==> src/hdl/ile_pkg.sv <==
// Shared constants, codes and types for the indexed list engine.
package ile_pkg;

    localparam int LIST_CAPACITY = 64;
    localparam int ENTRY_WIDTH   = 32;

    localparam int IDX_W = $clog2(LIST_CAPACITY);
    localparam int CNT_W = $clog2(LIST_CAPACITY + 1);

    // Field widths fixed by the port definition
    localparam int ACT_W      = 3;
    localparam int POS_W      = 7;
    localparam int DATA_W     = 32;
    localparam int FIDX_W     = 6;
    localparam int CNT_OUT_W  = 7;

    typedef enum logic [ACT_W-1:0] {
        ACT_INSERT = 3'd0,
        ACT_DELETE = 3'd1,
        ACT_READ   = 3'd2,
        ACT_WRITE  = 3'd3,
        ACT_SEARCH = 3'd4
    } action_t;

    typedef enum logic [2:0] {
        ST_IDLE,
        ST_RD_ISSUE,
        ST_RD_CAP,
        ST_SHIFT,
        ST_WR_VAL,
        ST_SEARCH,
        ST_DONE
    } state_t;

    typedef struct packed {
        logic [ACT_W-1:0]         action;
        logic [POS_W-1:0]         position;
        logic signed [DATA_W-1:0] value;
    } req_t;

    typedef struct packed {
        logic [DATA_W-1:0]    data;
        logic [FIDX_W-1:0]    fidx;
        logic                 found;
        logic                 err;
        logic [CNT_OUT_W-1:0] count;
        logic                 empty;
        logic                 full;
    } res_t;

    typedef struct packed {
        logic                   we;
        logic [IDX_W-1:0]       waddr;
        logic [ENTRY_WIDTH-1:0] wdata;
        logic [IDX_W-1:0]       raddr;
    } ram_req_t;

endpackage

==> src/hdl/ile_if.sv <==
// Valid/ready channel interfaces for requests and results.
interface ile_req_if;
    logic                                  valid;
    logic                                  ready;
    logic [ile_pkg::ACT_W-1:0]             action;
    logic [ile_pkg::POS_W-1:0]             position;
    logic signed [ile_pkg::DATA_W-1:0]     value;

    modport source (output valid, output action, output position, output value,
                    input ready);
    modport sink   (input valid, input action, input position, input value,
                    output ready);
endinterface

interface ile_rsp_if;
    logic                                  valid;
    logic                                  ready;
    logic signed [ile_pkg::DATA_W-1:0]     data_out;
    logic [ile_pkg::FIDX_W-1:0]            found_index;
    logic                                  found;
    logic                                  error;
    logic [ile_pkg::CNT_OUT_W-1:0]         count;
    logic                                  empty_res;
    logic                                  full_res;

    modport source (output valid, output data_out, output found_index, output found,
                    output error, output count, output empty_res, output full_res,
                    input ready);
    modport sink   (input valid, input data_out, input found_index, input found,
                    input error, input count, input empty_res, input full_res,
                    output ready);
endinterface

==> src/hdl/ile_ram.sv <==
// Generic single-write, single-read RAM with registered read data.
module ile_ram #(
    parameter int WIDTH = 32,
    parameter int DEPTH = 64
) (
    input  logic                     clk,
    input  logic                     we,
    input  logic [$clog2(DEPTH)-1:0] waddr,
    input  logic [WIDTH-1:0]         wdata,
    input  logic [$clog2(DEPTH)-1:0] raddr,
    output logic [WIDTH-1:0]         rdata
);

    logic [WIDTH-1:0] mem [DEPTH];

    always_ff @(posedge clk)
    begin
        if (we)
        begin
            mem[waddr] <= wdata;
        end
        rdata <= mem[raddr];
    end

endmodule

==> src/hdl/ile_ctrl.sv <==
// Sequencer and shared pointer/compare datapath for list requests.
module ile_ctrl (
    input  logic                                clk,
    input  logic                                rst_n,
    input  logic                                req_valid,
    output logic                                req_ready,
    input  ile_pkg::req_t                       req,
    input  logic                                res_free,
    output logic                                done,
    output ile_pkg::res_t                       res,
    output ile_pkg::ram_req_t                   ram_req,
    input  logic [ile_pkg::ENTRY_WIDTH-1:0]     ram_rdata
);

    ile_pkg::state_t state_reg, state_next;

    logic [ile_pkg::ACT_W-1:0]       act_reg,   act_next;
    logic [ile_pkg::POS_W-1:0]       pos_reg,   pos_next;
    logic [ile_pkg::ENTRY_WIDTH-1:0] val_reg,   val_next;
    logic [ile_pkg::CNT_W-1:0]       count_reg, count_next;
    logic [ile_pkg::CNT_W-1:0]       rem_reg,   rem_next;
    logic [ile_pkg::IDX_W-1:0]       ptr_reg,   ptr_next;
    logic [ile_pkg::IDX_W-1:0]       wa_reg,    wa_next;
    logic                            pend_reg,  pend_next;
    logic                            dir_up_reg, dir_up_next;
    logic [ile_pkg::DATA_W-1:0]      data_reg,  data_next;
    logic [ile_pkg::IDX_W-1:0]       fidx_reg,  fidx_next;
    logic                            found_reg, found_next;
    logic                            err_reg,   err_next;

    logic                            fire;
    logic                            bad_pos;
    logic                            bad_ins;
    logic [ile_pkg::CNT_W-1:0]       count_new;
    logic                            match;
    logic [ile_pkg::CNT_W-1:0]       del_moves;

    assign req_ready = (state_reg == ile_pkg::ST_IDLE);
    assign fire      = req_valid && req_ready;

    assign bad_pos = (32'(req.position) >= 32'(count_reg));
    assign bad_ins = (32'(count_reg) >= ile_pkg::LIST_CAPACITY) ||
                     (32'(req.position) > 32'(count_reg));
    assign match     = pend_reg && (ram_rdata == val_reg);
    assign del_moves = count_reg - ile_pkg::CNT_W'(pos_reg) - 1'b1;

    // Count after the request, applied on leaving the done state
    always_comb
    begin
        count_new = count_reg;
        if (!err_reg)
        begin
            case (ile_pkg::action_t'(act_reg))
                ile_pkg::ACT_INSERT: count_new = count_reg + 1'b1;
                ile_pkg::ACT_DELETE: count_new = count_reg - 1'b1;
                default:             count_new = count_reg;
            endcase
        end
    end

    // Next state
    always_comb
    begin
        state_next = state_reg;
        case (state_reg)
            ile_pkg::ST_IDLE:
            begin
                if (fire)
                begin
                    case (ile_pkg::action_t'(req.action))
                        ile_pkg::ACT_INSERT:
                            state_next = bad_ins ? ile_pkg::ST_DONE :
                                         ((32'(req.position) == 32'(count_reg)) ?
                                          ile_pkg::ST_WR_VAL : ile_pkg::ST_SHIFT);
                        ile_pkg::ACT_DELETE,
                        ile_pkg::ACT_READ:
                            state_next = bad_pos ? ile_pkg::ST_DONE : ile_pkg::ST_RD_ISSUE;
                        ile_pkg::ACT_WRITE:
                            state_next = bad_pos ? ile_pkg::ST_DONE : ile_pkg::ST_WR_VAL;
                        ile_pkg::ACT_SEARCH:
                            state_next = ile_pkg::ST_SEARCH;
                        default:
                            state_next = ile_pkg::ST_DONE;
                    endcase
                end
            end
            ile_pkg::ST_RD_ISSUE:
                state_next = ile_pkg::ST_RD_CAP;
            ile_pkg::ST_RD_CAP:
                state_next = ((ile_pkg::action_t'(act_reg) == ile_pkg::ACT_DELETE) &&
                              (del_moves != '0)) ? ile_pkg::ST_SHIFT : ile_pkg::ST_DONE;
            ile_pkg::ST_SHIFT:
            begin
                if (rem_reg == '0)
                begin
                    state_next = dir_up_reg ? ile_pkg::ST_WR_VAL : ile_pkg::ST_DONE;
                end
            end
            ile_pkg::ST_WR_VAL:
                state_next = ile_pkg::ST_DONE;
            ile_pkg::ST_SEARCH:
            begin
                if (match || rem_reg == '0)
                begin
                    state_next = ile_pkg::ST_DONE;
                end
            end
            ile_pkg::ST_DONE:
            begin
                if (res_free)
                begin
                    state_next = ile_pkg::ST_IDLE;
                end
            end
            default:
                state_next = ile_pkg::ST_IDLE;
        endcase
    end

    // Datapath and RAM control
    always_comb
    begin
        act_next    = act_reg;
        pos_next    = pos_reg;
        val_next    = val_reg;
        count_next  = count_reg;
        rem_next    = rem_reg;
        ptr_next    = ptr_reg;
        wa_next     = wa_reg;
        pend_next   = pend_reg;
        dir_up_next = dir_up_reg;
        data_next   = data_reg;
        fidx_next   = fidx_reg;
        found_next  = found_reg;
        err_next    = err_reg;
        done        = 1'b0;

        ram_req.we    = 1'b0;
        ram_req.waddr = wa_reg;
        ram_req.wdata = ram_rdata;
        ram_req.raddr = ptr_reg;

        case (state_reg)
            ile_pkg::ST_IDLE:
            begin
                if (fire)
                begin
                    act_next    = req.action;
                    pos_next    = req.position;
                    val_next    = ile_pkg::ENTRY_WIDTH'($unsigned(req.value));
                    data_next   = '0;
                    fidx_next   = '0;
                    found_next  = 1'b0;
                    pend_next   = 1'b0;
                    dir_up_next = 1'b1;
                    case (ile_pkg::action_t'(req.action))
                        ile_pkg::ACT_INSERT:
                        begin
                            err_next = bad_ins;
                            rem_next = count_reg - ile_pkg::CNT_W'(req.position);
                            ptr_next = ile_pkg::IDX_W'(count_reg - 1'b1);
                        end
                        ile_pkg::ACT_DELETE,
                        ile_pkg::ACT_READ,
                        ile_pkg::ACT_WRITE:
                        begin
                            err_next = bad_pos;
                        end
                        ile_pkg::ACT_SEARCH:
                        begin
                            err_next = 1'b0;
                            rem_next = count_reg;
                            ptr_next = '0;
                        end
                        default:
                        begin
                            err_next = 1'b1;
                        end
                    endcase
                end
            end
            ile_pkg::ST_RD_ISSUE:
            begin
                ram_req.raddr = ile_pkg::IDX_W'(pos_reg);
            end
            ile_pkg::ST_RD_CAP:
            begin
                data_next   = ile_pkg::DATA_W'(ram_rdata);
                rem_next    = del_moves;
                ptr_next    = ile_pkg::IDX_W'(pos_reg) + 1'b1;
                pend_next   = 1'b0;
                dir_up_next = 1'b0;
            end
            ile_pkg::ST_SHIFT:
            begin
                // Write back the word read last cycle, issue the next read
                ram_req.we = pend_reg;
                if (rem_reg != '0)
                begin
                    pend_next = 1'b1;
                    wa_next   = dir_up_reg ? ptr_reg + 1'b1 : ptr_reg - 1'b1;
                    ptr_next  = dir_up_reg ? ptr_reg - 1'b1 : ptr_reg + 1'b1;
                    rem_next  = rem_reg - 1'b1;
                end
                else
                begin
                    pend_next = 1'b0;
                end
            end
            ile_pkg::ST_WR_VAL:
            begin
                ram_req.we    = 1'b1;
                ram_req.waddr = ile_pkg::IDX_W'(pos_reg);
                ram_req.wdata = val_reg;
            end
            ile_pkg::ST_SEARCH:
            begin
                if (match)
                begin
                    found_next = 1'b1;
                    fidx_next  = wa_reg;
                end
                else if (rem_reg != '0)
                begin
                    pend_next = 1'b1;
                    wa_next   = ptr_reg;
                    ptr_next  = ptr_reg + 1'b1;
                    rem_next  = rem_reg - 1'b1;
                end
            end
            ile_pkg::ST_DONE:
            begin
                if (res_free)
                begin
                    done       = 1'b1;
                    count_next = count_new;
                end
            end
            default:
            begin
                done = 1'b0;
            end
        endcase
    end

    assign res.data  = data_reg;
    assign res.fidx  = ile_pkg::FIDX_W'(fidx_reg);
    assign res.found = found_reg;
    assign res.err   = err_reg;
    assign res.count = ile_pkg::CNT_OUT_W'(count_new);
    assign res.empty = (count_new == '0);
    assign res.full  = (32'(count_new) >= ile_pkg::LIST_CAPACITY);

    always_ff @(posedge clk or negedge rst_n)
    begin
        if (!rst_n)
        begin
            state_reg  <= ile_pkg::ST_IDLE;
            count_reg  <= '0;
            pend_reg   <= 1'b0;
            rem_reg    <= '0;
        end
        else
        begin
            state_reg  <= state_next;
            count_reg  <= count_next;
            pend_reg   <= pend_next;
            rem_reg    <= rem_next;
        end
    end

    always_ff @(posedge clk)
    begin
        act_reg    <= act_next;
        pos_reg    <= pos_next;
        val_reg    <= val_next;
        ptr_reg    <= ptr_next;
        wa_reg     <= wa_next;
        dir_up_reg <= dir_up_next;
        data_reg   <= data_next;
        fidx_reg   <= fidx_next;
        found_reg  <= found_next;
        err_reg    <= err_next;
    end

endmodule

==> src/hdl/indexed_list_engine.sv <==
// Top level of the indexed list engine: request sequencer, entry RAM, result register.
// Insert and delete shift the entries behind the position; search walks the list until a
// match or its end; read and write touch one slot; a bad request goes straight to done.
// One request at a time, walking the entry RAM a word per cycle. Worst case is a delete
// at slot 0 of a full list; the next request is taken once the result is registered.
// Reset clears count, state and result valid; RAM contents stay undefined until written.
module indexed_list_engine (
    input  logic       clk,
    input  logic       rst_n,
    ile_req_if.sink    req,
    ile_rsp_if.source  rsp
);

    ile_pkg::req_t     req_bus;
    ile_pkg::res_t     res;
    ile_pkg::ram_req_t ram_req;
    logic [ile_pkg::ENTRY_WIDTH-1:0] ram_rdata;
    logic              done;
    logic              res_free;
    logic              rsp_valid_reg, rsp_valid_next;
    ile_pkg::res_t     rsp_data_reg,  rsp_data_next;

    assign req_bus.action   = req.action;
    assign req_bus.position = req.position;
    assign req_bus.value    = req.value;

    // Result register frees up in the same cycle its transfer completes
    assign res_free = !rsp_valid_reg || rsp.ready;

    ile_ctrl u_ctrl (
        .clk       (clk),
        .rst_n     (rst_n),
        .req_valid (req.valid),
        .req_ready (req.ready),
        .req       (req_bus),
        .res_free  (res_free),
        .done      (done),
        .res       (res),
        .ram_req   (ram_req),
        .ram_rdata (ram_rdata)
    );

    // Entry storage: list kept contiguous from slot 0
    ile_ram #(
        .WIDTH (ile_pkg::ENTRY_WIDTH),
        .DEPTH (ile_pkg::LIST_CAPACITY)
    ) u_ram (
        .clk   (clk),
        .we    (ram_req.we),
        .waddr (ram_req.waddr),
        .wdata (ram_req.wdata),
        .raddr (ram_req.raddr),
        .rdata (ram_rdata)
    );

    // Output register
    always_comb
    begin
        rsp_valid_next = rsp_valid_reg;
        rsp_data_next  = rsp_data_reg;
        if (rsp_valid_reg && rsp.ready)
        begin
            rsp_valid_next = 1'b0;
        end
        if (done)
        begin
            rsp_valid_next = 1'b1;
            rsp_data_next  = res;
        end
    end

    always_ff @(posedge clk or negedge rst_n)
    begin
        if (!rst_n)
        begin
            rsp_valid_reg <= 1'b0;
        end
        else
        begin
            rsp_valid_reg <= rsp_valid_next;
        end
    end

    always_ff @(posedge clk)
    begin
        rsp_data_reg <= rsp_data_next;
    end

    assign rsp.valid       = rsp_valid_reg;
    assign rsp.data_out    = $signed(rsp_data_reg.data);
    assign rsp.found_index = rsp_data_reg.fidx;
    assign rsp.found       = rsp_data_reg.found;
    assign rsp.error       = rsp_data_reg.err;
    assign rsp.count       = rsp_data_reg.count;
    assign rsp.empty_res   = rsp_data_reg.empty;
    assign rsp.full_res    = rsp_data_reg.full;

endmodule
==> src/flat_wrapper.sv <==
// flat-port wrapper written by rule: the top's interface ports become plain ports
module indexed_list_engine_flat 
  (clk, rst_n, req_valid, req_action, req_position, req_value, req_ready, rsp_valid, rsp_data_out, rsp_found_index, rsp_found, rsp_error, rsp_count, rsp_empty_res, rsp_full_res, rsp_ready);
  ile_req_if req_i ();
  ile_rsp_if rsp_i ();
  input  logic clk;
  input  logic rst_n;
  input wire logic [$bits(req_i.valid)-1:0] req_valid;
  input wire logic [$bits(req_i.action)-1:0] req_action;
  input wire logic [$bits(req_i.position)-1:0] req_position;
  input wire logic [$bits(req_i.value)-1:0] req_value;
  output wire logic [$bits(req_i.ready)-1:0] req_ready;
  output wire logic [$bits(rsp_i.valid)-1:0] rsp_valid;
  output wire logic [$bits(rsp_i.data_out)-1:0] rsp_data_out;
  output wire logic [$bits(rsp_i.found_index)-1:0] rsp_found_index;
  output wire logic [$bits(rsp_i.found)-1:0] rsp_found;
  output wire logic [$bits(rsp_i.error)-1:0] rsp_error;
  output wire logic [$bits(rsp_i.count)-1:0] rsp_count;
  output wire logic [$bits(rsp_i.empty_res)-1:0] rsp_empty_res;
  output wire logic [$bits(rsp_i.full_res)-1:0] rsp_full_res;
  input wire logic [$bits(rsp_i.ready)-1:0] rsp_ready;
  assign req_i.valid = req_valid;
  assign req_i.action = req_action;
  assign req_i.position = req_position;
  assign req_i.value = req_value;
  assign req_ready = req_i.ready;
  assign rsp_valid = rsp_i.valid;
  assign rsp_data_out = rsp_i.data_out;
  assign rsp_found_index = rsp_i.found_index;
  assign rsp_found = rsp_i.found;
  assign rsp_error = rsp_i.error;
  assign rsp_count = rsp_i.count;
  assign rsp_empty_res = rsp_i.empty_res;
  assign rsp_full_res = rsp_i.full_res;
  assign rsp_i.ready = rsp_ready;
  indexed_list_engine u_core (.clk(clk), .rst_n(rst_n), .req(req_i), .rsp(rsp_i));
endmodule
==> config.mk <==
export PLATFORM = sky130hd
export DESIGN_NAME = indexed_list_engine_flat
export DESIGN_NICKNAME = d
export VERILOG_FILES = /design/src/hdl/ile_pkg.sv /design/src/hdl/ile_if.sv /design/src/hdl/ile_ram.sv /design/src/hdl/ile_ctrl.sv /design/src/hdl/indexed_list_engine.sv /design/src/flat_wrapper.sv
export SDC_FILE = /design/constraint.sdc
export NUM_CORES = 2
export LEC_CHECK = 0
export BUFFER_PORTS_ARGS = -buffer_cell sky130_fd_sc_hd__buf_2
export CAP_MARGIN = 10
export CORE_MARGIN = 2
export CORE_UTILIZATION = 50
export CTS_BUF_LIST = sky130_fd_sc_hd__clkbuf_8
export CTS_CLUSTER_SIZE = 14
export DETAILED_ROUTE_END_ITERATION = 10
export PLACE_DENSITY = 0.69
export SYNTH_ARGS = -nofsm -noshare
export SYNTH_HDL_FRONTEND = slang
export SYNTH_SLANG_ARGS = --single-unit
==> constraint.sdc <==
create_clock -name clk -period 10.82 [get_ports clk]
set_clock_uncertainty 0.15 [all_clocks]
set_input_delay 2.164 -clock clk [delete_from_list [all_inputs] [get_ports clk]]
set_output_delay 2.164 -clock clk [all_outputs]
set_load 0.01 [all_outputs]
Word level (Yosys, flattened, before mapping). Memory sizes are Yosys's and may differ from the RTL's. A register that Yosys moved wholly into a read port is not among the register bits. Index checks and enable logic that the tools add are counted.

Register bits after elaboration: 163. Latch bits: 0. Memory bits (writable): 2048. ROM bits: 0. Input port bits: 46. Output and inout bits: 51. Word-level logic and storage cells: 144. Memories kept: 1.

Add/sub/neg operators: 9. Multipliers: 0. Div/mod/pow operators: 0. $lt $le $gt $ge: 4. Eq/ne operators: 22. Shifts and indexed selects: 0. Multiplexer cells: 55. Bitwise operators: 0. Reduce and logical (&&, ||, !) cells: 31.

Memory list: u_core.u_ram.mem (depth 64, bits a word 32, read ports 1, clocked after memory_dff 1, write ports 1, RTL line ile_ram.sv:14) `logic [WIDTH-1:0] mem [DEPTH];`.

Operators with widths (count): $mux 6 (12); $pmux 32 s2 (1); $mux 38 (1); $pmux 6 s2 (3); $eq 32x32->1 (1); $mux 32 (1); $mux 7 (4); $pmux 7 s2 (2); $pmux 7 s4 (1); $mux 3 (8); $pmux 6 s4 (1); $pmux 3 s7 (1); $sub 7x1->7 const B (3); $reduce_and 4->1 (4); $ge 7x7->1 const B (2); $logic_not 7->1 (2); $reduce_bool 7->1 (2); $sub 7x7->7 (2); $add 6x1->6 const B (2); $eq 3x2->1 const B (4); $eq 3x3->1 const B (4); $mux 1 (12); $ne 2x2->1 const B (6); $pmux 3 s4 (1); other kinds (23) (41).

Longest topological paths before layout.
Depth after elaboration: 6. Gate-level depth with buffers: 12. Mapped depth without buffers: 10.

Hierarchy. A second synthesis with hierarchy kept.

Cells, all modules: 3990. Area, all modules: 86842.0 µm².

Modules (own cells, without submodules): ile_ram (instances 1, cells each 3324, area an instance 78515.3 µm², sequential area each 62139.6 µm²); ile_ctrl (instances 1, cells each 614, area an instance 6807.8 µm², sequential area each 3303.2 µm²); indexed_list_engine (instances 1, cells each 52, area an instance 1519.0 µm², sequential area each 1496.4 µm²).

Worst setup path before layout. No wires, ideal clock.

Path type: input port to flip-flop. Start point: input rsp_ready. End point: register u_core.u_ctrl.count_reg[3] (netlist bit). Setup time: 0.084 ns. Arrival: 6.932 ns. Data required time: 10.586 ns. Path slack: 3.654 ns. Cell stages on the path: 3. Buffers on the path: 0. Path through: nand2b_1 -> nor3b_1 -> mux2_2.

Word-level cells in the longest chain between the ends: 2.

RTL lines: start: declaration (RTL line flat_wrapper.sv:21) `input wire logic [$bits(rsp_i.ready)-1:0] rsp_ready;`; $logic_or 1x1->1 (RTL line indexed_list_engine.sv:28) `assign res_free = !rsp_valid_reg || rsp.ready;`; $reduce_and 2->1 (no source line); end signal: assignment (RTL line ile_ctrl.sv:266) `count_reg <= count_next;`; end: declaration (RTL line ile_ctrl.sv:20) `logic [ile_pkg::CNT_W-1:0] count_reg, count_next;`.

No other way between the ends. A chain may end at the register's enable or synchronous reset.

Worst setup path in the final report.
Start point: register u_core.u_ctrl.state_reg[0]. End point: output req_ready.

Word-level cells in the longest chain between the ends: 1.

RTL lines: start: declaration (RTL line ile_ctrl.sv:15) `ile_pkg::state_t state_reg, state_next;`; start signal: assignment (RTL line ile_ctrl.sv:258) `state_reg <= ile_pkg::ST_IDLE;`; start signal: assignment (RTL line ile_ctrl.sv:265) `state_reg <= state_next;`; $logic_not 3->1 (RTL line ile_ctrl.sv:38) `assign req_ready = (state_reg == ile_pkg::ST_IDLE);`; end: declaration (RTL line flat_wrapper.sv:12) `output wire logic [$bits(req_i.ready)-1:0] req_ready;`.

No other way between the ends.

==> metrics.cfg <==
[flow_run]
drv_cap=0

[floorplan]
dieArea_mm2=0.182
core_mm2=0.177
die_w_um=426
start_util_pct=50.4
std_cell_rows=154
io_pins=97
die_h_um=426

[synthesis]
syn_area_mm2=0.0891
synth_xor_area_share_pct=0.668
yosys_warnings=0
synth_largest_area_cell=edfxtp_1
synth_edf_count=2191
syn_inst=6470
synthSimpleGateAreaFrac_pct=14.5
synth_top_family_by_area=simple AND/OR/NAND/NOR gates
synthFlopType=edfxtp_1
synthArstFlopShare_pct=0.847
ys_ff_latch=2242
synth_top_area_share_pct=73.8
synthTopCellsByArea=edfxtp_1 (74%), nand2_1 (7.0%), nand3_1 (5.5%)
ys_seq_area_share_pct=75.1
avgSynthCellArea_um2=13.8
synth_compound_area_share_pct=2.85
synthDistinctLibCells=67
syn_nets=6538
synth_adder_area_share_pct=0.326
synth_mux_area_share_pct=4.55

[drt]
drc=0
drt_iter0_markers=8855
vias=56400
wl_per_cell_um=27.4
drt-total-wl_mm=255
via_per_inst=6.06
ant_nets=0
dr.pass1.iters=7

[clocking]
cts_sinks=2242
cts_made_buffers=365
cts.root.buffer_cell=clkbuf_8
htreeDepth=5
cts_tree=built
cts_resized=0
clock_latency_ns=1.10
cts_setup_buffers=0
cts_max_path_buffers=4
path_clk_slew_ns=0.05
cts_hold_buf=0

[worst_setup_path]
reg2reg_from=u_core.u_ctrl.state_reg[0]$_DFFE_PN0P_
cp-start-kind=flip-flop
critPathRequiredTime_ns=8.51
r2r-end=u_core.u_ram.rdata[4]$_DFF_P_
reg2reg_depth=9
worstPathArrival_ns=3.41
worstSetupEndpointType=output port
cp_max_fo=37
crit_type=flip-flop to output port
crit_path_start=u_core.u_ctrl.state_reg[0]$_DFFE_PN0P_
crit_path_end=req_ready
rrSetupSlack_ns=5.16

[finish]
final_common_cell=edfxtp_1
fin_util_pct=56.2
largest_reg_flops=2048
top_register=u_core.u_ram.mem
synthToLayoutAreaGrowth_pct=11.5
drive_gt1_share_pct=11.9
fillCellCount=13900
final_cells=9315
layout.nets=6769
stdcell_area_mm2=0.0993
layout_common_cells=edfxtp_1 (2,191), nand2_1 (1,653), nand3_1 (983)

[placed_design]
dp.cells=8671
place_area_mm2=0.0928
portBuffers=96
hpwl_mm=134
routabilityCongestion=0.872

[pwr]
vdd.ir_drop.worst_mv=0.405
p_leak_nw=34.8
p_per_area_mw_per_mm2=292

[sta]
setup_viol=0
hold_viol_final=0
fin_tns_setup_ns=0
timing.fmax_ghz=0.175
fin_crit_sh_pct=52.9
relSlewSlack_pct=10.2
rsz0062_at_grt=false
tightest_slew_ns=1.35
finalMaxSlewViolations=0
period_needed_ns=5.72

[min_path]
whs_path_depth=0
hold_path.class=flip-flop to flip-flop

[grt]
grt_pass1_wl_mm=364
grt_start_max_net_pins=161
grt_pass1_vias=52900
track_usage_pct=27.6
grt_antenna_before_repair=10
grt.overflow.total=0

[status]
status=finished, final reports clean

worst min path at each step:
| stage | slack, ns | to | start |
|---|---|---|---|
| floorplan | 0.25 | u_core.rsp.data_out[0]$_DFFE_PP_ | u_core.u_ctrl.data_reg[0]$_SDFFCE_PN0P_ |
| global placement | 0.25 | u_core.rsp.data_out[10]$_DFFE_PP_ | u_core.u_ctrl.data_reg[10]$_SDFFCE_PN0P_ |
| detailed placement | 0.25 | u_core.rsp.data_out[11]$_DFFE_PP_ | u_core.u_ctrl.data_reg[11]$_SDFFCE_PN0P_ |
| CTS | 0.25 | u_core.rsp.data_out[26]$_DFFE_PP_ | u_core.u_ctrl.data_reg[26]$_SDFFCE_PN0P_ |
| global route | 0.27 | u_core.rsp.data_out[26]$_DFFE_PP_ | u_core.u_ctrl.data_reg[26]$_SDFFCE_PN0P_ |
| finish | 0.25 | u_core.rsp.data_out[26]$_DFFE_PP_ | u_core.u_ctrl.data_reg[26]$_SDFFCE_PN0P_ |
critical path, cell delays in order, from the launching register on:
cell	delay, ns
dfrtp_1	0.73
clkinv_1	0.89
nand3_1	0.44
inv_1	0.15
buf_2	0.16
final cells by class:
class | count | area (um^2) | area share, %
clock buffer | 389 | 5350 | 5.39
tap | 2340 | 2930 | 2.95
multi-input combinational | 3809 | 21000 | 21.2
inverter | 29 | 109 | 0.110
clock inverter | 243 | 1150 | 1.16
sequential | 2242 | 66900 | 67.4
antenna | 9 | 22.5 | 0.0227
timing repair buffer | 254 | 1820 | 1.84
stage by stage:
| stage | setup slack, ns | total power, mW | hold WS [ns] |
|---|---|---|---|
| finish | 5.10 | 29.0 | 0.254 |
| global route | 4.79 | 30.0 | 0.266 |
| detailed placement | 5.17 | 22.2 | 0.255 |
| global placement | 5.15 | 22.0 | 0.253 |
| CTS | 5.09 | 28.8 | 0.252 |
| floorplan | 3.65 | 18.3 | 0.250 |
power by group:
| group | internal [mW] | switching (mW) | total [mW] |
|---|---|---|---|
| combinational | 2.50 | 7.65 | 10.2 |
| clock | 3.44 | 3.25 | 6.69 |
| sequential | 11.8 | 0.401 | 12.2 |
layer usage:
layer	vias to the layer above	GRT usage [%]	part of all wire, %
met4	4	10.6	3.7
met1	28000	38.1	39
met2	3523	42.6	46
met3	457	6.76	12
li1	24400	-	-
met5	-	0	0.011
kinds of logic (layout without fill, tap and decap cells):
| group | Yosys count | after routing |
|---|---|---|
| buf+inv | 419 | 915 |
| compound gates | 354 | 354 |
| xor+xnor | 68 | 68 |
| fa+ha+maj | 22 | 22 |
| flops | 2242 | 2242 |
| mux | 400 | 400 |
| simple gates | 2965 | 2965 |
| other cells | 0 | 9 |
synth_stat cells (all sizes together), types with 32 or more instances:
cell type and number:
edfxtp 2191, nand2 1653, nand3 983, mux2i 360
clkbuf 197, buf 193, nor2 125, a21oi 83
a32oi 65, nand4 56, o2111ai 51, xor2 48
and3 42, mux2 40, o21ai 40, dfxtp 32
No activity file was read; power rests on OpenSTA's default activity.
